==> src/rtl/drdc_pkg.sv <==
// shared types and constants of the hold-to-run relay drive controller
`default_nettype none

package drdc_pkg;

    // relay bank geometry
    localparam int RELAY_BITS  = 16;
    localparam int COMBO_COUNT = 4;
    localparam int BANK_W      = 16;
    localparam int COMBO_REGS  = 4;
    localparam int COMBO_W     = 15;
    localparam int COMBO_LIMIT = (COMBO_COUNT < COMBO_REGS) ? COMBO_COUNT : COMBO_REGS;

    // configuration port geometry
    localparam int CFG_W     = 16;
    localparam int CFG_IDX_W = 3;

    // active-low bank patterns
    localparam logic [BANK_W-1:0] ALL_OFF = (RELAY_BITS >= BANK_W) ? '1 :
        BANK_W'((64'd1 << RELAY_BITS) - 64'd1);
    localparam logic [BANK_W-1:0] MASTER_BIT = (RELAY_BITS <= BANK_W) ?
        BANK_W'(64'd1 << (RELAY_BITS - 1)) : '0;

    // saturation limit of the millisecond counters
    localparam logic [15:0] AGE_MAX = 16'hFFFF;

    // register reset values
    localparam logic [7:0]  DEBOUNCE_RST = 8'd25;
    localparam logic [15:0] CAP_RST      = 16'd30000;
    localparam logic [COMBO_W-1:0] COMBO0_RST = 15'd97;
    localparam logic [COMBO_W-1:0] COMBO1_RST = 15'd178;
    localparam logic [COMBO_W-1:0] COMBO2_RST = 15'd180;
    localparam logic [COMBO_W-1:0] COMBO3_RST = 15'd184;

    // command codes
    typedef enum logic [1:0] {
        CMD_TICK      = 2'd0,
        CMD_ARM_RELAY = 2'd1,
        CMD_ARM_COMBO = 2'd2,
        CMD_SAFE      = 2'd3
    } cmd_t;

    // event codes reported with each result
    typedef enum logic [3:0] {
        EV_NONE          = 4'd0,
        EV_REFUSED_UNARM = 4'd1,
        EV_REFUSED_LATCH = 4'd2,
        EV_RUN_START     = 4'd3,
        EV_RELEASE_STOP  = 4'd4,
        EV_CAP_STOP      = 4'd5,
        EV_FORCED_SAFE   = 4'd6,
        EV_ARMED         = 4'd7,
        EV_BAD_INDEX     = 4'd8
    } event_t;

    // configuration register indexes
    typedef enum logic [CFG_IDX_W-1:0] {
        REG_DEBOUNCE = 3'd0,
        REG_CAP      = 3'd1,
        REG_COMBO0   = 3'd2,
        REG_COMBO1   = 3'd3,
        REG_COMBO2   = 3'd4,
        REG_COMBO3   = 3'd5
    } reg_idx_t;

    // live configuration handed to the datapath
    typedef struct packed {
        logic [7:0]  debounce_ms;
        logic [15:0] cap_ms;
        logic [COMBO_REGS-1:0][COMBO_W-1:0] combo_mask;
    } cfg_t;

endpackage

`default_nettype wire

==> src/rtl/drdc_ifs.sv <==
// valid/ready channel interfaces for command and result words
`default_nettype none

interface drdc_cmd_if;
    logic       valid;
    logic       ready;
    logic [1:0] command;
    logic       button_pressed;
    logic [3:0] select_index;

    modport source (output valid, output command, output button_pressed,
                    output select_index, input ready);
    modport sink   (input valid, input command, input button_pressed,
                    input select_index, output ready);
endinterface

interface drdc_res_if;
    logic        valid;
    logic        ready;
    logic [15:0] relay_bank;
    logic        drive_on;
    logic        is_armed;
    logic [3:0]  event_res;

    modport source (output valid, output relay_bank, output drive_on,
                    output is_armed, output event_res, input ready);
    modport sink   (input valid, input relay_bank, input drive_on,
                    input is_armed, input event_res, output ready);
endinterface

`default_nettype wire

==> src/rtl/deadman_relay_drive_controller_unit.sv <==
// top level of the hold-to-run relay drive controller
`default_nettype none

// Hold-to-run relay drive controller. Each command word (tick, arm relay, arm combo,
// force safe) is handled in a single pass: the command and the current controller
// state feed one block of logic whose outcome is written into the state registers
// and into the result register at the accepting edge. A command is accepted every
// cycle that the result register is free, and its result word appears on the result
// channel in the next cycle; the single result register sets the one-word-per-cycle
// rate, and the command side keeps accepting whenever that register is empty or is
// being read in the same cycle. Configuration writes take effect at the next edge
// and should only be issued while no result is outstanding.
module deadman_relay_drive_controller_unit
    import drdc_pkg::*;
(
    input  wire logic                 clk,
    input  wire logic                 rst_n,
    drdc_cmd_if.sink                  cmd,
    drdc_res_if.source                res,
    input  wire logic                 cfg_write_en,
    input  wire logic [CFG_IDX_W-1:0] cfg_index,
    input  wire logic [CFG_W-1:0]     cfg_wdata
);

    cfg_t cfg;

    // controller state
    logic              armed_reg,   armed_next;
    logic [BANK_W-1:0] mask_reg,    mask_next;
    logic              running_reg, running_next;
    logic              raw_reg,     raw_next;
    logic              stable_reg,  stable_next;
    logic [15:0]       age_reg,     age_next;
    logic [15:0]       elapsed_reg, elapsed_next;
    logic              latch_reg,   latch_next;

    // result register
    logic              res_valid_reg;
    logic [BANK_W-1:0] bank_reg,    bank_next;
    logic              drive_reg;
    logic              armed_out_reg;
    event_t            event_reg,   event_next;

    logic              accept;
    logic              over;
    logic              relay_ok;
    logic              combo_ok;

    drdc_cfg_regs u_cfg_regs (
        .clk      (clk),
        .rst_n    (rst_n),
        .write_en (cfg_write_en),
        .index    (cfg_index),
        .wdata    (cfg_wdata),
        .cfg      (cfg)
    );

    assign cmd.ready = !res_valid_reg || res.ready;
    assign accept    = cmd.valid && cmd.ready;

    assign relay_ok = 32'(cmd.select_index) < 32'(RELAY_BITS);
    assign combo_ok = 32'(cmd.select_index) < 32'(COMBO_LIMIT);

    // command decode and next state
    always_comb
    begin
        armed_next   = armed_reg;
        mask_next    = mask_reg;
        running_next = running_reg;
        raw_next     = raw_reg;
        stable_next  = stable_reg;
        age_next     = age_reg;
        elapsed_next = elapsed_reg;
        latch_next   = latch_reg;
        event_next   = EV_NONE;
        over         = 1'b0;

        case (cmd.command)
            CMD_TICK:
            begin
                // raw level and its age
                if (cmd.button_pressed != raw_reg)
                begin
                    raw_next = cmd.button_pressed;
                    age_next = '0;
                end
                else if (age_reg != AGE_MAX)
                begin
                    age_next = age_reg + 16'd1;
                end

                // run timer, cap checked against the pre-tick count
                if (running_reg)
                begin
                    over = elapsed_reg >= cfg.cap_ms;
                    if (elapsed_reg != AGE_MAX)
                        elapsed_next = elapsed_reg + 16'd1;
                end

                // debounced edge
                if (raw_next != stable_reg && age_next > {8'd0, cfg.debounce_ms})
                begin
                    stable_next = raw_next;
                    if (raw_next)
                    begin
                        if (!armed_reg)
                            event_next = EV_REFUSED_UNARM;
                        else if (latch_reg)
                            event_next = EV_REFUSED_LATCH;
                        else if (!running_reg)
                        begin
                            running_next = 1'b1;
                            elapsed_next = '0;
                            over         = 1'b0;
                            event_next   = EV_RUN_START;
                        end
                    end
                    else
                    begin
                        if (running_reg)
                        begin
                            running_next = 1'b0;
                            event_next   = EV_RELEASE_STOP;
                        end
                        latch_next = 1'b0;
                    end
                end

                // run-time cap
                if (running_next && over)
                begin
                    running_next = 1'b0;
                    latch_next   = 1'b1;
                    event_next   = EV_CAP_STOP;
                end
            end
            CMD_ARM_RELAY:
            begin
                if (relay_ok)
                begin
                    running_next = 1'b0;
                    armed_next   = 1'b1;
                    mask_next    = BANK_W'(1) << cmd.select_index;
                    latch_next   = 1'b0;
                    event_next   = EV_ARMED;
                end
                else
                begin
                    event_next = EV_BAD_INDEX;
                end
            end
            CMD_ARM_COMBO:
            begin
                if (combo_ok)
                begin
                    running_next = 1'b0;
                    armed_next   = 1'b1;
                    mask_next    = BANK_W'(cfg.combo_mask[cmd.select_index[1:0]]);
                    latch_next   = 1'b0;
                    event_next   = EV_ARMED;
                end
                else
                begin
                    event_next = EV_BAD_INDEX;
                end
            end
            CMD_SAFE:
            begin
                running_next = 1'b0;
                latch_next   = 1'b0;
                event_next   = EV_FORCED_SAFE;
            end
            default:
            begin
                event_next = EV_NONE;
            end
        endcase

        // active-low bank drive
        bank_next = running_next ? (ALL_OFF & ~(mask_next | MASTER_BIT)) : ALL_OFF;
    end

    // state registers
    always_ff @(posedge clk or negedge rst_n)
    begin
        if (!rst_n)
        begin
            armed_reg   <= 1'b0;
            mask_reg    <= '0;
            running_reg <= 1'b0;
            raw_reg     <= 1'b0;
            stable_reg  <= 1'b0;
            age_reg     <= '0;
            elapsed_reg <= '0;
            latch_reg   <= 1'b0;
        end
        else if (accept)
        begin
            armed_reg   <= armed_next;
            mask_reg    <= mask_next;
            running_reg <= running_next;
            raw_reg     <= raw_next;
            stable_reg  <= stable_next;
            age_reg     <= age_next;
            elapsed_reg <= elapsed_next;
            latch_reg   <= latch_next;
        end
    end

    // result word valid
    always_ff @(posedge clk or negedge rst_n)
    begin
        if (!rst_n)
            res_valid_reg <= 1'b0;
        else if (accept)
            res_valid_reg <= 1'b1;
        else if (res.ready)
            res_valid_reg <= 1'b0;
    end

    // result word payload
    always_ff @(posedge clk)
    begin
        if (accept)
        begin
            bank_reg      <= bank_next;
            drive_reg     <= running_next;
            armed_out_reg <= armed_next;
            event_reg     <= event_next;
        end
    end

    assign res.valid      = res_valid_reg;
    assign res.relay_bank = bank_reg;
    assign res.drive_on   = drive_reg;
    assign res.is_armed   = armed_out_reg;
    assign res.event_res  = event_reg;

`ifndef SYNTHESIS
    // a running drive never coexists with the cap latch
    assert property (@(posedge clk) disable iff (!rst_n) !(running_reg && latch_reg))
        else $error("drive running while cap latch set");

    // energized outputs only when armed
    assert property (@(posedge clk) disable iff (!rst_n)
        res.valid && res.drive_on |-> res.is_armed)
        else $error("drive on while unarmed");

    // bank is all off whenever the drive is off
    assert property (@(posedge clk) disable iff (!rst_n)
        res.valid && !res.drive_on |-> res.relay_bank == ALL_OFF)
        else $error("relay bank not all off with drive off");

    // a run start word always reports the drive on
    assert property (@(posedge clk) disable iff (!rst_n)
        res.valid && res.event_res == EV_RUN_START |-> res.drive_on)
        else $error("run start without drive");

    // force safe leaves the drive stopped
    assert property (@(posedge clk) disable iff (!rst_n)
        accept && cmd.command == CMD_SAFE |=> !running_reg && !latch_reg)
        else $error("force safe did not stop the drive");
`endif

endmodule

`default_nettype wire

==> src/rtl/drdc_cfg_regs.sv <==
// configuration register file of the relay drive controller
`default_nettype none

module drdc_cfg_regs
    import drdc_pkg::*;
(
    input  wire logic                 clk,
    input  wire logic                 rst_n,
    input  wire logic                 write_en,
    input  wire logic [CFG_IDX_W-1:0] index,
    input  wire logic [CFG_W-1:0]     wdata,
    output cfg_t                      cfg
);

    cfg_t cfg_reg;
    cfg_t cfg_next;

    // register decode, unknown indexes are dropped
    always_comb
    begin
        cfg_next = cfg_reg;
        if (write_en)
        begin
            unique case (index)
                REG_DEBOUNCE: cfg_next.debounce_ms   = wdata[7:0];
                REG_CAP:      cfg_next.cap_ms        = wdata[15:0];
                REG_COMBO0:   cfg_next.combo_mask[0] = wdata[COMBO_W-1:0];
                REG_COMBO1:   cfg_next.combo_mask[1] = wdata[COMBO_W-1:0];
                REG_COMBO2:   cfg_next.combo_mask[2] = wdata[COMBO_W-1:0];
                REG_COMBO3:   cfg_next.combo_mask[3] = wdata[COMBO_W-1:0];
                default:      cfg_next = cfg_reg;
            endcase
        end
    end

    // register storage
    always_ff @(posedge clk or negedge rst_n)
    begin
        if (!rst_n)
        begin
            cfg_reg.debounce_ms   <= DEBOUNCE_RST;
            cfg_reg.cap_ms        <= CAP_RST;
            cfg_reg.combo_mask[0] <= COMBO0_RST;
            cfg_reg.combo_mask[1] <= COMBO1_RST;
            cfg_reg.combo_mask[2] <= COMBO2_RST;
            cfg_reg.combo_mask[3] <= COMBO3_RST;
        end
        else
        begin
            cfg_reg <= cfg_next;
        end
    end

    assign cfg = cfg_reg;

endmodule

`default_nettype wire
==> src/flat_wrapper.sv <==
// flat-port wrapper written by rule: the top's interface ports become plain ports
module deadman_relay_drive_controller_unit_flat import drdc_pkg::*;
  (clk, rst_n, cfg_write_en, cfg_index, cfg_wdata, cmd_valid, cmd_command, cmd_button_pressed, cmd_select_index, cmd_ready, res_valid, res_relay_bank, res_drive_on, res_is_armed, res_event_res, res_ready);
  drdc_cmd_if cmd_i ();
  drdc_res_if res_i ();
  input  wire logic clk;
  input  wire logic rst_n;
  input  wire logic cfg_write_en;
  input  wire logic [CFG_IDX_W-1:0] cfg_index;
  input  wire logic [CFG_W-1:0] cfg_wdata;
  input wire logic [$bits(cmd_i.valid)-1:0] cmd_valid;
  input wire logic [$bits(cmd_i.command)-1:0] cmd_command;
  input wire logic [$bits(cmd_i.button_pressed)-1:0] cmd_button_pressed;
  input wire logic [$bits(cmd_i.select_index)-1:0] cmd_select_index;
  output wire logic [$bits(cmd_i.ready)-1:0] cmd_ready;
  output wire logic [$bits(res_i.valid)-1:0] res_valid;
  output wire logic [$bits(res_i.relay_bank)-1:0] res_relay_bank;
  output wire logic [$bits(res_i.drive_on)-1:0] res_drive_on;
  output wire logic [$bits(res_i.is_armed)-1:0] res_is_armed;
  output wire logic [$bits(res_i.event_res)-1:0] res_event_res;
  input wire logic [$bits(res_i.ready)-1:0] res_ready;
  assign cmd_i.valid = cmd_valid;
  assign cmd_i.command = cmd_command;
  assign cmd_i.button_pressed = cmd_button_pressed;
  assign cmd_i.select_index = cmd_select_index;
  assign cmd_ready = cmd_i.ready;
  assign res_valid = res_i.valid;
  assign res_relay_bank = res_i.relay_bank;
  assign res_drive_on = res_i.drive_on;
  assign res_is_armed = res_i.is_armed;
  assign res_event_res = res_i.event_res;
  assign res_i.ready = res_ready;
  deadman_relay_drive_controller_unit u_core (.clk(clk), .rst_n(rst_n), .cmd(cmd_i), .res(res_i), .cfg_write_en(cfg_write_en), .cfg_index(cfg_index), .cfg_wdata(cfg_wdata));
endmodule
==> config.mk <==
export PLATFORM = sky130hd
export DESIGN_NAME = deadman_relay_drive_controller_unit_flat
export DESIGN_NICKNAME = d
export VERILOG_FILES = /design/src/rtl/drdc_pkg.sv /design/src/rtl/drdc_ifs.sv /design/src/rtl/deadman_relay_drive_controller_unit.sv /design/src/rtl/drdc_cfg_regs.sv /design/src/flat_wrapper.sv
export SDC_FILE = /design/constraint.sdc
export NUM_CORES = 1
export LEC_CHECK = 0
export BUFFER_PORTS_ARGS = -buffer_cell sky130_fd_sc_hd__buf_2
export CORE_ASPECT_RATIO = 1.75
export CORE_UTILIZATION = 35
export CTS_BUF_LIST = sky130_fd_sc_hd__clkbuf_16
export CTS_CLUSTER_SIZE = 12
export DETAILED_ROUTE_END_ITERATION = 12
export GPL_TIMING_DRIVEN = 1
export PLACE_DENSITY_LB_ADDON = 0.1
export RECOVER_POWER = 50
export SETUP_SLACK_MARGIN = 0.5
export SLEW_MARGIN = 20
export SYNTH_ARGS = -nofsm -noshare
export SYNTH_HDL_FRONTEND = slang
export SYNTH_SLANG_ARGS = --single-unit
==> constraint.sdc <==
create_clock -name clk -period 5 [get_ports clk]
set_input_delay 0 -clock clk [delete_from_list [all_inputs] [get_ports clk]]
set_output_delay 0 -clock clk [all_outputs]
set_load 0.1 [all_outputs]
==> impl_metrics.toml <==
[power]
total_power_mw = 3.59
internal_power_mw = 2.52
irDropWorstVdd_v = 0.000206
power.share.sequential_pct = 46.0
switching_power_mw = 1.07
power.density_mw_per_mm2 = 372
p_leak_nw = 4.06
p_clk_share_pct = 35.1
p_sw_share_pct = 29.8
combinationalPowerShare_pct = 18.9

[outcome]
failed_checks = "capacitance limit, slew limit"
status = "complete, but fails checks"

[clock_network]
clock_tree.buffer_depth = 2
post-cts-setup-buffer-count = 0
cts-buffers-inserted = 17
root_buffer_cell = "sky130_fd_sc_hd__clkbuf_16"
cts_tree = "built"
cts.htree.levels = 4
clkSinkCount = 159
clock_insertion_delay_worst_skew_ns = 0.43
clk_pin_slew_ns = 0.07

[layout]
final_common_cell = "sky130_fd_sc_hd__nand2_1"
layout.cells.most_common_list = "114 x sky130_fd_sc_hd__nand2_1, 112 x sky130_fd_sc_hd__dfrtp_1, 68 x sky130_fd_sc_hd__mux2_2"
antennaDiodeCount = 0
post_layout_nets = 897
layout_cell_share_with_drive_strength_beyond_1_pct = 22.2
max_ffs_per_register = 84
syn2layout_area_growth_pct = 15.4

[worst_setup_path]
critical_path.max_fanout = 16
cp_slowest_cell = "sky130_fd_sc_hd__or3_1"
reg2regPathDepth = 17
worst_r2r_startpoint = "u_core.age_reg[0]"
worst_path_dominant_cell_family = "simple AND/OR/NAND/NOR gates"
cp.required_ns = 5.17
crit_buf_inv = 1
start_kind = "flop"
timing_worst_setup_path_type = "reg -> reg"
path_common_cell = "sky130_fd_sc_hd__nand4_1"
crit_chain = "ha_2 -> nand4_1 -> nor3_2 -> nand2b_2 -> nor2b_1 -> and3_1 -> xor2_1 -> and2_1 -> ha_1 -> nand4_1 -> a21oi_1 -> o22a_1 -> o21ai_1 -> or3_1 -> a22o_1 -> inv_4 -> nand2_1"
timing.critical_path.arrival_ns = 4.37
end_kind = "flop"
critPathMaxStageDelay_ns = 0.44
regToRegEndpoint = "u_core.res.relay_bank[6]"
register_to_register_setup_slack_ns = 0.80

[run]
max_cap_viol_count = 1

[grt]
first_global_vias = 6248
gr-usage-all-layers_pct = 17.9
initial_antenna_violation_count = 0
global_route_wire_length_before_repair_um = 33500
pin_count_of_the_biggest_net_entering_global_routing = 88
grt.overflow.total = 0

[floorplanning]
initial_standard_cell_utilization_of_the_core_pct = 35.7
die_outline_area_mm2 = 0.0245
fp.dieH_um = 206
coreArea_mm2 = 0.0234
number_of_placed_i_o_pins = 55
die_width_um = 119
placementRows = 74

[synthesis]
synth_edf_count = 22
synthesis.area_per_instance_um2 = 10.8
ys_seq_elements = 159
yosysSeqAreaShare_pct = 49.3
yosysUniqueCellTypes = 61
synth_nets = 836
postSynthCellCount = 772
yosys_warnings = 0
syn-cell-area_mm2 = 0.00836
synthFlopType = "sky130_fd_sc_hd__dfrtp_1"
asyncSetResetFlopFracSynth_pct = 86.2

[sta]
worst_pin_slew_ns = 1.56
totalNegativeSetupSlack_ns = 0
grt_setup_unrepaired = "false"
max-slew-margin-rel_pct = -4.35
finalWorstPathRequiredPeriod_ns = 4.20
setup_slack_ns = 0.798
fin_crit_sh_pct = 84.0
skew_ns = 0.00708
setup_viol_count_final = 0
maxClockFrequency_mhz = 238
report.final.hold_viol_count = 0
timing_max_transition_violations_final = 16

[hold_path]
hold_path.startpoint = "cmd_button_pressed"
hold_path.class = "in -> reg"
worst_hold_path.endpoint = "u_core.raw_reg"
min_delay_path_depth = 4

[placed_design]
port_buffers = 54
place.gp.congestion = 0.863
preCtsSetupSlack_ns = 0.498
hpwlAfterDp_um = 14400

[detailed_routing]
dr.first_iter.drc_count = 240
detail_route.vias_per_cell = 5.23
firstDrtPassIters = 5
routed_wirelength_um = 20700
dr_total_vias = 6019
route.detailed.drc = 0
detail_route.wl_per_cell_um = 18.0
ant_nets = 0
-- how the worst max path moves through the flow --
stage               depth (start not counted)                        end  slack [ns]         startpoint
global placement                           17  u_core.res.relay_bank[14]        0.66  u_core.age_reg[0]
CTS                                        17   u_core.res.relay_bank[6]        0.55  u_core.age_reg[0]
detailed placement                         17   u_core.res.relay_bank[6]        0.50  u_core.age_reg[0]
global route                               17   u_core.res.relay_bank[6]        0.48  u_core.age_reg[0]
floorplan                                  18  u_core.res.relay_bank[10]        1.25  u_core.age_reg[0]
finish                                     17   u_core.res.relay_bank[6]        0.80  u_core.age_reg[0]
-- cell type report --
type	instances	area [µm²]
Clock buffer	18	450
Clock inverter	14	121
Fill cell	2259	13800
Inverter	33	126
Multi-Input combinational cell	542	3970
Sequential cell	159	4120
Tap cell	304	380
Timing Repair Buffer	80	479
-- power by group through the flow --
stage	clock network (mW)	logic, mW	registers, mW
after detailed placement	0	0.668	1.68
after global placement	0	0.649	1.66
after global routing	1.35	0.753	1.68
final	1.26	0.678	1.65
after floorplan	0	0.471	1.66
after CTS	1.31	0.686	1.65
-- Yosys cell counts, types with 7 or more instances --
library cell                 n  share of area (%)
sky130_fd_sc_hd__nand4_1    18                1.3
sky130_fd_sc_hd__dfrtp_1   112                 34
sky130_fd_sc_hd__nor2_1     41                1.8
sky130_fd_sc_hd__mux2_2     68                9.2
sky130_fd_sc_hd__nand3_1    17                1.0
sky130_fd_sc_hd__edfxtp_1   22                7.9
sky130_fd_sc_hd__inv_1      30                1.3
sky130_fd_sc_hd__xnor2_1     8               0.84
sky130_fd_sc_hd__a31oi_1     8               0.60
sky130_fd_sc_hd__dfstp_2    25                7.9
sky130_fd_sc_hd__mux4_2     15                4.0
sky130_fd_sc_hd__a221o_1    14                1.7
sky130_fd_sc_hd__clkbuf_1   30                1.3
sky130_fd_sc_hd__a21oi_1    23                1.4
sky130_fd_sc_hd__nand2_1   114                5.1
sky130_fd_sc_hd__o21ai_0    37                2.2
sky130_fd_sc_hd__ha_1       33                4.9
sky130_fd_sc_hd__nand2b_1    7               0.52
sky130_fd_sc_hd__a22o_1     19                2.0
sky130_fd_sc_hd__xor2_1     13                1.4
sky130_fd_sc_hd__nor3_1      9               0.54
sky130_fd_sc_hd__a21o_1      7               0.63
sky130_fd_sc_hd__and3_1     12               0.90
sky130_fd_sc_hd__nor2b_1     7               0.52
sky130_fd_sc_hd__and2_1     11               0.82
-- worst register-to-register path, delay by kind of cell, from the launching register on --
family | cells | cell delay (ns)
AO/OA/AOI/OAI | 4 | 0.80
adder cells (fa/ha/maj) | 2 | 0.57
XOR/XNOR | 1 | 0.13
flip-flops | 1 | 0.42
buffers and inverters | 1 | 0.16
AND/OR/NAND/NOR | 9 | 1.88
-- per-layer routing --
layer  global-route usage, %  routed length [µm]  vias to the layer above
li1                        -                   -                     2904
met2                    31.4               10900                      111
met3                    2.92                 497                       26
met1                    21.5                8810                     2978
met5                       0                   0                        -
met4                    7.96                 524                        0
-- cells by family (layout without fill, tap and decap cells) --
kind of cell / count (synthesis) / in the layout / share of synthesized area [%]
adders and majority gates: 33 / 33 / 4.94
AOI/OAI and AO/OA: 134 / 134 / 10.9
and+or+nand+nor: 267 / 267 / 15.6
muxes: 87 / 87 / 13.7
DFF: 159 / 159 / 49.3
buffers and inverters: 71 / 145 / 3.44
xor gates and xnor gates: 21 / 21 / 2.20
-- through the flow --
stage	hold WS (ns)	instances	instance area (µm²)	util (%)
detailed placement	0.140	1098	8910	38.0
CTS	0.0428	1149	9670	41.3
global route	0.0946	1150	9650	41.2
global placement	0.125	1098	8910	38.0
finish	0.0722	1150	9650	41.2
floorplan	-0.296	772	8360	-
-- what timing repair did --
action	in CTS	in global routing
pin swaps	0	1
setup endpoints to repair	10	32
hold buffers	19	0
hold endpoints to repair	157	0
resized for setup	1	3
(Power assumes the default switching activity.)
